`src/rtl/core/fihc_pkg.sv`:
```
// ----------------------------------------------------------------------------
// fihc_pkg
// Types, codes and constants of the firmware image header checker.
// ----------------------------------------------------------------------------
`default_nettype none

package fihc_pkg;

    localparam logic [31:0] PREFIX_WORD  = 32'h6042_0010;
    localparam logic [31:0] MAGIC_A      = 32'h59a0_e842;
    localparam logic [31:0] MAGIC_B      = 32'h4736_3134;
    localparam logic [15:0] KIND_RUNTIME = 16'h8dc9;
    localparam logic [15:0] KIND_BOOT    = 16'hea43;
    localparam logic [15:0] KIND_ROOT    = 16'hb162;
    localparam logic [15:0] TYPE_LOW     = 16'h0100;

    localparam int          POS_W        = 33;
    localparam logic [32:0] POS_MAX      = 33'h1_ffff_ffff;
    localparam logic [32:0] HEADER_BYTES = 33'd24;
    localparam logic [32:0] PREFIX_BYTES = 33'd4;

    // result status codes
    localparam logic [3:0] ST_OK        = 4'd0;
    localparam logic [3:0] ST_MAGIC     = 4'd1;
    localparam logic [3:0] ST_HDR_SUM   = 4'd2;
    localparam logic [3:0] ST_RESERVED  = 4'd3;
    localparam logic [3:0] ST_TYPE_LOW  = 4'd4;
    localparam logic [3:0] ST_KIND      = 4'd5;
    localparam logic [3:0] ST_TRUNCATED = 4'd6;
    localparam logic [3:0] ST_BODY_SUM  = 4'd7;
    localparam logic [3:0] ST_EXTRA     = 4'd8;
    localparam logic [3:0] ST_NONE      = 4'd0;

    // image kinds
    localparam logic [1:0] KD_RUNTIME = 2'd0;
    localparam logic [1:0] KD_BOOT    = 2'd1;
    localparam logic [1:0] KD_ROOT    = 2'd2;
    localparam logic [1:0] KD_UNKNOWN = 2'd3;

    typedef struct packed {
        logic [7:0] data_byte;
        logic       end_of_image;
    } in_t;

    typedef struct packed {
        logic [3:0]  status;
        logic [1:0]  image_kind;
        logic [31:0] body_length;
        logic [31:0] build_date;
        logic [31:0] build_time;
    } out_t;

    function automatic logic [1:0] kind_of(input logic [15:0] type_high);
        logic [1:0] k;
        begin
            if (type_high == KIND_RUNTIME)
                k = KD_RUNTIME;
            else if (type_high == KIND_BOOT)
                k = KD_BOOT;
            else if (type_high == KIND_ROOT)
                k = KD_ROOT;
            else
                k = KD_UNKNOWN;
            return k;
        end
    endfunction

endpackage

`default_nettype wire

```
`src/rtl/core/firmware_image_header_checker_top.sv`:
```
// ----------------------------------------------------------------------------
// firmware_image_header_checker_top
// Byte-stream checker for a firmware image header and body checksum.
// ----------------------------------------------------------------------------
// channel | direction | handshake            | payload
// in      | input     | in_valid / in_ready  | fihc_pkg::in_t  (byte, last flag)
// out     | output    | out_valid / out_ready| fihc_pkg::out_t (verdict, header)
//
// One byte is taken every cycle while no verdict waits to be taken; the state update is a counter step and an XOR.
// The verdict of an image appears in the result register the cycle after its
// last byte is taken. Input stalls only while a verdict waits to be taken.
// Reset clears all image state; after each verdict the state clears again.
// ----------------------------------------------------------------------------
`default_nettype none

module firmware_image_header_checker_top (
    input  wire logic           clk,
    input  wire logic           rst_n,
    input  wire logic           in_valid,
    output logic                in_ready,
    input  wire fihc_pkg::in_t  in_data,
    output logic                out_valid,
    input  wire logic           out_ready,
    output fihc_pkg::out_t      out_data
);

    logic [32:0]     pos_reg, pos_next;
    logic            prefix_reg, prefix_next;
    logic [31:0]     hw_reg [5];
    logic [31:0]     hw_next [5];
    logic [15:0]     rsv_reg, rsv_next;
    logic [7:0]      body_sum_reg, body_sum_next;
    logic [7:0]      xor_hdr_reg, xor_hdr_next;
    logic [7:0]      xor_body_reg, xor_body_next;
    logic [3:0]      err_reg, err_next;
    logic            out_valid_reg, out_valid_next;
    fihc_pkg::out_t  out_reg, out_next;

    logic            accept;
    logic [7:0]      b;
    logic [32:0]     hi;
    logic [32:0]     body_off;
    logic [4:0]      hi_idx;
    logic            in_hdr;
    logic [31:0]     word0;
    logic [32:0]     rcv;
    logic [32:0]     body_rx;
    logic [32:0]     size_ext;
    logic [3:0]      status;

    assign in_ready  = !out_valid_reg || out_ready;
    assign accept    = in_valid && in_ready;
    assign out_valid = out_valid_reg;
    assign out_data  = out_reg;

    assign b        = in_data.data_byte;
    assign hi       = prefix_reg ? (pos_reg - fihc_pkg::PREFIX_BYTES) : pos_reg;
    assign in_hdr   = (hi < fihc_pkg::HEADER_BYTES);
    assign hi_idx   = hi[4:0];
    assign body_off = hi - fihc_pkg::HEADER_BYTES;
    assign word0    = {hw_reg[0][31:8], b};

    always_comb
    begin
        pos_next      = pos_reg;
        prefix_next   = prefix_reg;
        for (int i = 0; i < 5; i++)
            hw_next[i] = hw_reg[i];
        rsv_next      = rsv_reg;
        body_sum_next = body_sum_reg;
        xor_hdr_next  = xor_hdr_reg;
        xor_body_next = xor_body_reg;
        err_next      = err_reg;
        out_next      = out_reg;
        rcv           = '0;
        body_rx       = '0;
        size_ext      = '0;
        status        = fihc_pkg::ST_OK;

        if (out_valid_reg && !out_ready)
            out_valid_next = 1'b1;
        else
            out_valid_next = 1'b0;

        if (accept)
        begin
            if (in_hdr)
            begin
                if (hi_idx < 5'd20)
                begin
                    case (hi_idx[1:0])
                        2'd0:    hw_next[hi_idx[4:2]][31:24] = b;
                        2'd1:    hw_next[hi_idx[4:2]][23:16] = b;
                        2'd2:    hw_next[hi_idx[4:2]][15:8]  = b;
                        default: hw_next[hi_idx[4:2]][7:0]   = b;
                    endcase
                    xor_hdr_next = xor_hdr_reg ^ b;
                end
                else if (hi_idx == 5'd20)
                begin
                    rsv_next[15:8] = b;
                    xor_hdr_next   = xor_hdr_reg ^ b;
                end
                else if (hi_idx == 5'd21)
                begin
                    rsv_next[7:0] = b;
                    xor_hdr_next  = xor_hdr_reg ^ b;
                end
                else if (hi_idx == 5'd22)
                begin
                    body_sum_next = b;
                    xor_hdr_next  = xor_hdr_reg ^ b;
                end
                else if (err_reg == fihc_pkg::ST_NONE)
                begin
                    // last header byte: header checksum, reserved field, type and kind checks
                    if (xor_hdr_reg != b)
                        err_next = fihc_pkg::ST_HDR_SUM;
                    else if (rsv_reg != 16'd0)
                        err_next = fihc_pkg::ST_RESERVED;
                    else if (hw_reg[1][15:0] != fihc_pkg::TYPE_LOW)
                        err_next = fihc_pkg::ST_TYPE_LOW;
                    else if (fihc_pkg::kind_of(hw_reg[1][31:16]) == fihc_pkg::KD_UNKNOWN)
                        err_next = fihc_pkg::ST_KIND;
                end

                // fourth byte of the first word: prefix or magic
                if (hi_idx == 5'd3)
                begin
                    if (!prefix_reg && word0 == fihc_pkg::PREFIX_WORD)
                    begin
                        prefix_next  = 1'b1;
                        hw_next[0]   = '0;
                        xor_hdr_next = '0;
                    end
                    else if (word0 != fihc_pkg::MAGIC_A && word0 != fihc_pkg::MAGIC_B)
                    begin
                        if (err_reg == fihc_pkg::ST_NONE)
                            err_next = fihc_pkg::ST_MAGIC;
                    end
                end
            end
            else if (body_off < {1'b0, hw_reg[4]})
            begin
                xor_body_next = xor_body_reg ^ b;
            end

            if (pos_reg != fihc_pkg::POS_MAX)
                pos_next = pos_reg + 33'd1;

            if (in_data.end_of_image)
            begin
                rcv      = prefix_next ? (pos_next - fihc_pkg::PREFIX_BYTES) : pos_next;
                body_rx  = rcv - fihc_pkg::HEADER_BYTES;
                size_ext = {1'b0, hw_next[4]};

                if (err_next != fihc_pkg::ST_NONE)
                    status = err_next;
                else if (rcv < fihc_pkg::HEADER_BYTES || body_rx < size_ext)
                    status = fihc_pkg::ST_TRUNCATED;
                else if (xor_body_next != body_sum_next)
                    status = fihc_pkg::ST_BODY_SUM;
                else if (body_rx > size_ext)
                    status = fihc_pkg::ST_EXTRA;
                else
                    status = fihc_pkg::ST_OK;

                out_valid_next       = 1'b1;
                out_next.status      = status;
                out_next.image_kind  = fihc_pkg::kind_of(hw_next[1][31:16]);
                out_next.body_length = hw_next[4];
                out_next.build_date  = hw_next[2];
                out_next.build_time  = hw_next[3];

                // back to the empty state for the next image
                pos_next      = '0;
                prefix_next   = 1'b0;
                for (int i = 0; i < 5; i++)
                    hw_next[i] = '0;
                rsv_next      = '0;
                body_sum_next = '0;
                xor_hdr_next  = '0;
                xor_body_next = '0;
                err_next      = fihc_pkg::ST_NONE;
            end
        end
    end

    always_ff @(posedge clk or negedge rst_n)
    begin
        if (!rst_n)
        begin
            pos_reg       <= '0;
            prefix_reg    <= 1'b0;
            for (int i = 0; i < 5; i++)
                hw_reg[i] <= '0;
            rsv_reg       <= '0;
            body_sum_reg  <= '0;
            xor_hdr_reg   <= '0;
            xor_body_reg  <= '0;
            err_reg       <= fihc_pkg::ST_NONE;
            out_valid_reg <= 1'b0;
        end
        else
        begin
            pos_reg       <= pos_next;
            prefix_reg    <= prefix_next;
            for (int i = 0; i < 5; i++)
                hw_reg[i] <= hw_next[i];
            rsv_reg       <= rsv_next;
            body_sum_reg  <= body_sum_next;
            xor_hdr_reg   <= xor_hdr_next;
            xor_body_reg  <= xor_body_next;
            err_reg       <= err_next;
            out_valid_reg <= out_valid_next;
        end
    end

    // result payload, no reset needed
    always_ff @(posedge clk)
    begin
        out_reg <= out_next;
    end

endmodule

`default_nettype wire

```
`config.mk`:
```
export PLATFORM = sky130hd
export DESIGN_NAME = firmware_image_header_checker_top
export DESIGN_NICKNAME = d
export VERILOG_FILES = /design/src/rtl/core/fihc_pkg.sv /design/src/rtl/core/firmware_image_header_checker_top.sv
export SDC_FILE = /design/constraint.sdc
export NUM_CORES = 1
export LEC_CHECK = 0
export BUFFER_PORTS_ARGS = -buffer_cell sky130_fd_sc_hd__buf_2
export CORE_ASPECT_RATIO = 1.75
export CORE_MARGIN = 2
export CORE_UTILIZATION = 40
export CTS_BUF_LIST = sky130_fd_sc_hd__clkbuf_16
export DETAILED_ROUTE_END_ITERATION = 16
export PLACE_DENSITY = 0.53
export RECOVER_POWER = 50
export SLEW_MARGIN = 20
export SYNTH_ARGS = -nofsm -noshare
export SYNTH_HDL_FRONTEND = slang
export SYNTH_SLANG_ARGS = --single-unit
export TNS_END_PERCENT = 30
```
`constraint.sdc`:
```
create_clock -name clk -period 9.4 [get_ports clk]
set_input_delay 1.41 -clock clk [delete_from_list [all_inputs] [get_ports clk]]
set_output_delay 1.41 -clock clk [all_outputs]
set_load 0.005 [all_outputs]
```
==> results.py, run 1 <==
metrics = {
    "route": {
        "drtIter0Drc": 1500,
        "post-route-drc-count": 0,
        "routedWlPerCell_um": 26.42,
        "viasPerCell": 6.234,
        "vias": 19690,
        "ant_nets": 0,
        "wl_um": 83470,
        "drtPass1Iterations": 5,
    },
    "cells_and_area": {
        "multi_input_area_um2": 11720,
        "final_nets": 2534,
        "largest_reg_flops": 152,
        "num_antenna_cells": 0,
        "fillCellCount": 5210,
        "drive_gt1_frac": 0.1067,
        "register_area_um2": 8843,
        "finish.utilization": 0.4553,
        "syn2layout_area_growth_pct": 12.73,
    },
    "worst_setup_path": {
        "crit_path_frequent_cell": "a21o_1",
        "setup.worst_path.start_class": "flop",
        "cp.arrival_ns": 9.35,
        "slowest_delay_ns": 0.66,
        "required_ns": 9.71,
        "slowest_stage": "nand4_1",
        "crit_path_end_kind": "flop",
        "path_max_fanout": 12,
        "worstSetupPathType": "flop to flop",
    },
    "floorplanning": {
        "die_width_um": 179.3,
        "start_util": 0.4039,
        "die_h_um": 310.8,
        "ioPinCount": 117,
        "row_count": 112,
        "core_um2": 53250,
        "dieArea_um2": 55720,
    },
    "cts": {
        "cts_root_buf": "clkbuf_16",
        "cts_buffer_depth": 3,
        "cts_tree": "yes",
        "post_cts_buffers": 0,
        "cts.sinks": 333,
        "hold_buffers": 0,
        "post_cts_resize_count": 0,
        "clk_pin_slew_ns": 0.06,
        "worstSkewPairLatency_ns": 0.56,
        "numCtsBuffers": 37,
        "cts_max_level": 2,
    },
    "synth": {
        "syn-num-nets": 2433,
        "syn_area_um2": 21510,
        "syn_inst": 2345,
        "async_reset_ff_frac": 0.6937,
        "yosys_warnings": 0,
        "synth_edf_count": 102,
        "synth.area.top_cells": "dfrtp_1 27%, edfxtp_1 14%, a22o_1 7.9%",
        "syn_area_per_cell_um2": 9.172,
        "yosysTopAreaCell": "dfrtp_1",
        "ys.flop_type": "dfrtp_1",
        "seq_area_frac_synth": 0.4112,
        "synth.distinct_cells": 101,
        "synth.most_common_cell": "nand2_1",
        "netlist.area_leader.share": 0.2688,
        "ys_ff_latch": 333,
        "synth_commonest_cells": "244 x nand2_1, 231 x dfrtp_1, 193 x a22o_1",
    },
    "global_routing": {
        "track_usage": 0.2995,
        "grt_pass1_vias": 19830,
        "antenna_found_initial": 1,
        "grt_max_degree": 117,
        "gr-total-overflow": 0,
        "grt_pass1_wl_um": 125900,
    },
    "place": {
        "dpl.hpwl_um": 60380,
        "place.gp.congestion": 0.9576,
        "port_buffers": 116,
    },
    "sta": {
        "fin_crit_ns": 9.041,
        "finClkSkew_ns": 0.01510,
        "drv_slew": 347,
        "slew-limit-headroom": -3.723,
        "rsz0062_at_grt": "false",
        "setup_tns_ns": 0,
        "setup_viol": 0,
        "period_share": 0.9618,
        "max_freq_ghz": 0.1106,
        "max_slew.worst_pin.slew_ns": 7.085,
        "hold_violations": 0,
    },
    "outcome": {
        "failed_checks": "max-capacitance violations, max-slew violations",
        "status": "finished with violations",
    },
    "power_and_ir_drop": {
        "cellLeakagePower_nw": 10.04,
        "p_per_area_nw_per_um2": 162.2,
        "vdd_drop_max_uv": 125.7,
    },
    "hold_path": {
        "hp-class": "flop to flop",
    },
    "job": {
        "max-cap-violations": 5,
    },
}
worst max-delay path, delay by kind of cell, from the launching register on:
family	cells	cell delay, ns
simple gates	10	3.71
compound gates	13	2.71
fa+ha+maj	2	0.62
buf+inv	3	0.57
xor+xnor	1	0.64
flops	1	0.53
report_power, final:
| group | switching, mW | internal (mW) | leakage, nW | total, mW |
|---|---|---|---|---|
| clock network | 0.636 | 0.821 | 0.609 | 1.46 |
| registers | 0.134 | 1.60 | 4.15 | 1.73 |
| logic | 0.510 | 0.236 | 5.28 | 0.746 |
| total | 1.28 | 2.65 | 10.0 | 3.93 |
worst paths after layout:
kind                       cells after the start                      end               startpoint  slack, ns
max                                           29   out_data[98]$_DFFE_PP_   pos_reg[3]$_DFFE_PN0P_       0.36
min                                            1  hw_reg[159]$_DFFE_PN0P_  hw_reg[159]$_DFFE_PN0P_       0.51
max reg2reg                                   29   out_data[98]$_DFFE_PP_   pos_reg[3]$_DFFE_PN0P_       0.36
min reg2reg                                    1  hw_reg[159]$_DFFE_PN0P_  hw_reg[159]$_DFFE_PN0P_       0.51
max in group asynchronous                      2  rsv_reg[13]$_DFFE_PN0P_                    rst_n       1.59
min in group asynchronous                      1  pos_reg[22]$_DFFE_PN0P_                    rst_n       3.54
stage by stage:
stage                     std cells  hold slack (ns)  cell area (um2)  setup slack [ns]  total power [mW]
after global routing           3159           0.5121            24250           0.05214             4.108
final                          3159           0.5052            24250            0.3590             3.933
after detailed placement       3091           0.4839            23160            0.4607             2.495
after floorplan                2345           0.4580            21510             1.563             2.198
after global placement         3091           0.4754            23160            0.5132             2.487
after CTS                      3159           0.4987            24350            0.4218             3.959
logic make-up after synthesis:
| logic type | Yosys count | synth area share |
|---|---|---|
| buffers and inverters | 254 | 0.04567 |
| and+or+nand+nor | 796 | 0.1944 |
| xor gates and xnor gates | 132 | 0.05375 |
| AOI/OAI and AO/OA | 740 | 0.2443 |
| muxes | 14 | 0.006573 |
| adders and majority gates | 76 | 0.04410 |
| DFF | 333 | 0.4112 |
placed cells by master, fill, tap and decap left out, types with 13 or more instances in the layout:
cell and instances:
nor3_1 63, o21ai_0 155, a22o_1 193, dfrtp_1 231, nand2_1 243, or3_1 17
o31ai_1 18, buf_2 48, buf_4 104, a31oi_1 18, o22ai_1 50, clkbuf_1 69
edfxtp_1 102, nor2_1 135, a22oi_1 43, a21o_1 39, a21oi_1 96, mux2i_1 13
clkbuf_16 38, nand3_1 49, xor2_1 57, ha_1 75, nand2b_1 29, xnor2_1 75
and3_1 19, or2_2 15, a211oi_1 14, nand4_1 48, nor4_1 43, inv_1 99
and2_1 17, nor2b_1 16
layout make-up:
type / count / share of cell area
multi-input combinational: 1758 / 0.4834
sequential: 333 / 0.3647
timing repair buffer: 224 / 0.05336
clock buffer: 38 / 0.03922
tap: 684 / 0.03530
inverter: 92 / 0.01429
clock inverter: 30 / 0.009650
per-layer routing:
layer	global-route usage	share of wire	up-vias
li1	-	-	8982
met1	0.3345	0.36	9689
met2	0.5251	0.51	759
met3	0.03214	0.047	263
met4	0.2044	0.083	0
met5	0	0	-
No activity file was read; power rests on OpenSTA's default activity.
==> run 2, diff against run 1 <==
ABC_AREA = 1   (was not set)
MAX_ROUTING_LAYER = met4   (was not set)
==> results.py, run 2 <==
metrics = {
    "floorplanning": {
        "die_width_um": 185.9,
        "ioPinCount": 117,
        "start_util": 0.4052,
        "dieArea_um2": 59950,
        "core_um2": 57180,
        "die_h_um": 322.4,
        "row_count": 116,
    },
    "cells_and_area": {
        "final_nets": 3309,
        "largest_reg_flops": 152,
        "final_cell_mix": "654 x nand2_1, 546 x inv_1, 249 x nor2_1",
        "finish.utilization": 0.4454,
        "fillCellCount": 6059,
        "stdcell_count": 4015,
        "drive_gt1_frac": 0.08161,
        "final_cell_area_um2": 25470,
        "syn2layout_area_growth_pct": 9.908,
        "final_common_cell": "nand2_1",
    },
    "power_and_ir_drop": {
        "power_mw": 6.747,
        "p_per_area_nw_per_um2": 264.9,
        "vdd_drop_max_uv": 106.8,
        "cellLeakagePower_nw": 12.68,
    },
    "place": {
        "dp.cells": 3949,
        "place.gp.congestion": 1.044,
        "place_area_um2": 24450,
        "port_buffers": 116,
        "dpl.hpwl_um": 75230,
        "place_ws_ns": 2.365,
    },
    "cts": {
        "post_cts_buffers": 0,
        "cts_root_buf": "clkbuf_16",
        "cts_buffer_depth": 3,
        "cts_max_level": 2,
        "cts.sinks": 333,
        "clk_pin_slew_ns": 0.06,
        "cts_tree": "yes",
        "hold_buffers": 0,
        "post_cts_resize_count": 0,
        "worstSkewPairLatency_ns": 0.56,
        "numCtsBuffers": 36,
    },
    "synth": {
        "synth.area.top_cells": "dfrtp_1 25%, edfxtp_1 13%, nand2_1 11%",
        "netlist.area_leader.share": 0.2494,
        "synth.distinct_cells": 67,
        "seq_area_frac_synth": 0.3816,
        "synth.most_common_cell": "nand2_1",
        "syn-num-nets": 3243,
        "syn_area_um2": 23170,
        "yosys_warnings": 0,
        "ys_ff_latch": 333,
        "synth_commonest_cells": "655 x nand2_1, 540 x inv_1, 251 x nor2_1",
        "async_reset_ff_frac": 0.6937,
        "syn_area_per_cell_um2": 7.345,
        "ys.flop_type": "dfrtp_1",
        "synth_edf_count": 102,
        "syn_inst": 3155,
        "yosysTopAreaCell": "dfrtp_1",
    },
    "global_routing": {
        "grt_max_degree": 126,
        "grt_pass1_wl_um": 143000,
        "gr-total-overflow": 0,
        "track_usage": 0.3358,
        "antenna_found_initial": 1,
        "grt_pass1_vias": 22340,
    },
    "sta": {
        "slew-limit-headroom": -3.359,
        "setup_viol": 0,
        "drv_slew": 256,
        "period_share": 0.8151,
        "hold_slack_ns": 0.4875,
        "max_slew.worst_pin.slew_ns": 6.538,
        "rsz0062_at_grt": "false",
        "setup_ws_ns": 1.738,
        "setup_tns_ns": 0,
        "fin_crit_ns": 7.662,
        "hold_violations": 0,
        "max_freq_ghz": 0.1305,
        "finClkSkew_ns": 0.02201,
    },
    "job": {
        "max-cap-violations": 4,
    },
    "route": {
        "routedWlPerCell_um": 24.30,
        "wl_um": 97550,
        "drtIter0Drc": 1885,
        "drtPass1Iterations": 6,
        "post-route-drc-count": 0,
        "viasPerCell": 5.648,
        "vias": 22680,
        "ant_nets": 0,
    },
    "worst_setup_path": {
        "slowest_delay_ns": 2.64,
        "setup.worst_path.start_class": "input pin",
        "cp.arrival_ns": 7.74,
        "worstSetupPathType": "input pin to flop",
        "path_max_fanout": 69,
        "slowest_stage": "clkbuf_1",
        "crit_path_frequent_cell": "clkbuf_1",
        "rrSetupSlack_ns": 2.31,
        "required_ns": 9.47,
        "worstPathCellList": "buf_2 -> inv_1 -> nand2_1 -> nand2_2 -> clkbuf_1 -> nor2_4 -> clkbuf_1 -> clkbuf_1",
        "crit_path_end_kind": "flop",
    },
    "hold_path": {
        "hp-class": "flop to flop",
    },
    "outcome": {
        "status": "finished with violations",
        "failed_checks": "max-capacitance violations, max-slew violations",
    },
}
[run 2: final cells by class]
class	instances	area, um2	area share
Multi-Input combinational cell	2134	11660	0.4580
Clock inverter	26	185.2	0.007271
Timing Repair Buffer	148	715.7	0.02810
Inverter	568	2147	0.08430
Antenna cell	1	2.502	0.00009825
Sequential cell	333	8843	0.3472
Tap cell	767	959.7	0.03768
Clock buffer	38	950.9	0.03734
[run 2: kinds of logic after synthesis]
kind of cell,count (synthesis),share of synthesized area
AO/OA/AOI/OAI,669,0.1712
multiplexers,1,0.0004320
AND/OR/NAND/NOR,1297,0.2553
XOR/XNOR,92,0.03510
buffers and inverters,688,0.1158
adder cells (fa/ha/maj),75,0.04049
flip-flops,333,0.3816
[run 2: final timing paths]
check	startpoint	end	cells after the start
min reg2reg	rsv_reg[13]$_DFFE_PN0P_	rsv_reg[13]$_DFFE_PN0P_	2
max reg2reg	out_valid$_DFF_PN0_	out_data[85]$_DFFE_PP_	6
max	out_ready	out_data[85]$_DFFE_PP_	8
min	rsv_reg[13]$_DFFE_PN0P_	rsv_reg[13]$_DFFE_PN0P_	2
min in group asynchronous	rst_n	hw_reg[30]$_DFFE_PN0P_	1
max in group asynchronous	rst_n	body_sum_reg[7]$_DFFE_PN0P_	1
[run 2: power by group]
part	total [mW]	switching (mW)	internal (mW)
clock network	1.44	0.647	0.789
logic	3.42	2.31	1.11
registers	1.89	0.148	1.74
[run 2: per-layer routing]
layer,share of wire,track usage
met3,0.042,0.03150
met4,0.12,0.3139
met5,0,-
met1,0.33,0.3214
met2,0.51,0.5852
[run 2: critical path: cells and delay by family]
family	cells	cell delay, ns
buf+inv	5	5.66
simple gates	3	0.53
==> run 3, diff against run 2 <==
PLACE_DENSITY = 0.55   (was 0.53)
clock period = 6.6 ns   (was 9.4 ns; I/O delays follow)
==> results.py, run 3 (synthesis results as in run 2) <==
metrics = {
    "cells_and_area": {
        "final_cell_mix": "653 x nand2_1, 549 x inv_1, 249 x nor2_1",
        "fillCellCount": 6006,
        "syn2layout_area_growth_pct": 11.55,
        "largest_reg_flops": 152,
        "final_cell_area_um2": 25850,
        "final_common_cell": "nand2_1",
        "drive_gt1_frac": 0.09763,
        "final_nets": 3357,
    },
    "global_routing": {
        "gr-total-overflow": 0,
        "track_usage": 0.3461,
        "grt_max_degree": 136,
        "grt_pass1_vias": 23030,
        "grt.met1_usage": 0.3173,
        "grt_pass1_wl_um": 146600,
        "antenna_found_initial": 1,
        "grt_use_met2": 0.6216,
        "grt.busiest_layer": "met2",
        "grt_use_met3": 0.03760,
    },
    "route": {
        "routedWlPerCell_um": 24.92,
        "vias": 23080,
        "post-route-drc-count": 0,
        "ant_nets": 0,
        "wl_um": 101300,
        "drtPass1Iterations": 5,
        "drtIter0Drc": 1701,
        "viasPerCell": 5.677,
    },
    "outcome": {
        "failed_checks": "max-capacitance violations, max-slew violations",
        "status": "finished with violations",
    },
    "worst_setup_path": {
        "crit_path_end_kind": "flop",
        "required_ns": 6.74,
        "cp.arrival_ns": 6.38,
        "worstSetupPathType": "input pin to flop",
        "path_max_fanout": 81,
        "setup.worst_path.start_class": "input pin",
    },
    "cts": {
        "cts_tree": "yes",
        "numCtsBuffers": 37,
        "cts_root_buf": "clkbuf_16",
        "cts.sinks": 333,
        "worstSkewPairLatency_ns": 0.57,
        "cts_buffer_depth": 3,
        "cts_max_level": 2,
        "clk_pin_slew_ns": 0.06,
    },
    "place": {
        "port_buffers": 116,
        "place.gp.congestion": 1.055,
        "dpl.hpwl_um": 77820,
        "place_area_um2": 24810,
    },
    "sta": {
        "period_share": 0.9465,
        "rsz0062_at_grt": "false",
        "setup_viol": 0,
        "max_freq_ghz": 0.1601,
        "hold_violations": 0,
        "slew-limit-headroom": -2.524,
        "fin_crit_ns": 6.247,
        "max_slew.worst_pin.slew_ns": 5.285,
        "finClkSkew_ns": 0.02192,
        "setup_tns_ns": 0,
        "drv_slew": 289,
    },
    "floorplanning": {
        "die_width_um": 185.9,
        "die_h_um": 322.4,
        "dieArea_um2": 59950,
        "row_count": 116,
        "ioPinCount": 117,
        "core_um2": 57180,
        "start_util": 0.4052,
    },
    "power_and_ir_drop": {
        "power_mw": 9.695,
        "p_per_area_nw_per_um2": 375.1,
        "vdd_drop_max_uv": 158.3,
        "cellLeakagePower_nw": 12.95,
    },
    "job": {
        "max-cap-violations": 4,
    },
    "hold_path": {
        "hp-class": "flop to flop",
    },
}
==> run 3: area by class of cell <==
class | instances | area, um2 | share of cell area
sequential | 333 | 8845 | 0.3422
multi-input combinational | 2135 | 11700 | 0.4526
tap | 767 | 959.7 | 0.03712
clock inverter | 31 | 190.2 | 0.007357
clock buffer | 37 | 925.9 | 0.03582
inverter | 568 | 2147 | 0.08306
timing repair buffer | 194 | 1081 | 0.04182
antenna | 1 | 2.502 | 0.00009681
==> run 3: timing repair <==
action                                  4_1_cts  5_1_grt
hold buffers                                  0        0
endpoints found under the hold margin         0        0
setup buffers                                 0        0
endpoints found under the setup margin        2        4
gates resized for setup                       1        8
gates cloned                                  0        1
pin swaps                                     0        2
==> run 3: final timing paths <==
kind                                        startpoint                      end  slack [ns]  cells after the start
worst max-delay path                         out_ready  pos_reg[13]$_DFFE_PN0P_        0.35                      8
worst min-delay path            rsv_reg[9]$_DFFE_PN0P_   rsv_reg[9]$_DFFE_PN0P_        0.49                      2
worst max register to register     out_valid$_DFF_PN0_  pos_reg[13]$_DFFE_PN0P_        0.49                      6
worst min register to register  rsv_reg[9]$_DFFE_PN0P_   rsv_reg[9]$_DFFE_PN0P_        0.49                      2
max in group asynchronous                        rst_n   hw_reg[82]$_DFFE_PN0P_        1.02                      1
min in group asynchronous                        rst_n   hw_reg[57]$_DFFE_PN0P_        2.63                      1
==> run 3: worst max-delay path, stage by stage <==
cell	delay, ns
buf_2	0.07
inv_1	0.03
nand2_1	0.09
nand2_2	0.05
clkbuf_2	0.65
inv_4	0.26
clkbuf_1	3.22
o22ai_1	0.92
==> run 3: metal layers <==
| layer | vias to the layer above | share of wire |
|---|---|---|
| met5 | - | 0 |
| met1 | 11100 | 0.32 |
| met3 | 356 | 0.045 |
| li1 | 10740 | - |
| met2 | 892 | 0.52 |
| met4 | 0 | 0.11 |
==> run 3: report_power, final <==
group / switching [mW] / leakage, nW / internal, mW
Clock: 0.941 / 0.593 / 1.07
Sequential: 0.200 / 4.14 / 2.47
Combinational: 3.40 / 8.22 / 1.60
Total: 4.54 / 12.9 / 5.15
==> run 3: per-stage QoR <==
step | utilization | hold WS, ns | worst slack (ns) | std cells
3_5_place_dp | 0.4339 | 0.4734 | -0.03985 | 3996
2_1_floorplan | - | 0.4534 | 0.9013 | 3155
3_3_place_gp | 0.4339 | 0.4712 | 0.07898 | 3996
6_report | 0.4520 | 0.4896 | 0.3534 | 4066
4_1_cts | 0.4535 | 0.4885 | 0.09771 | 4064
5_1_grt | 0.4520 | 0.5170 | 0.03539 | 4065
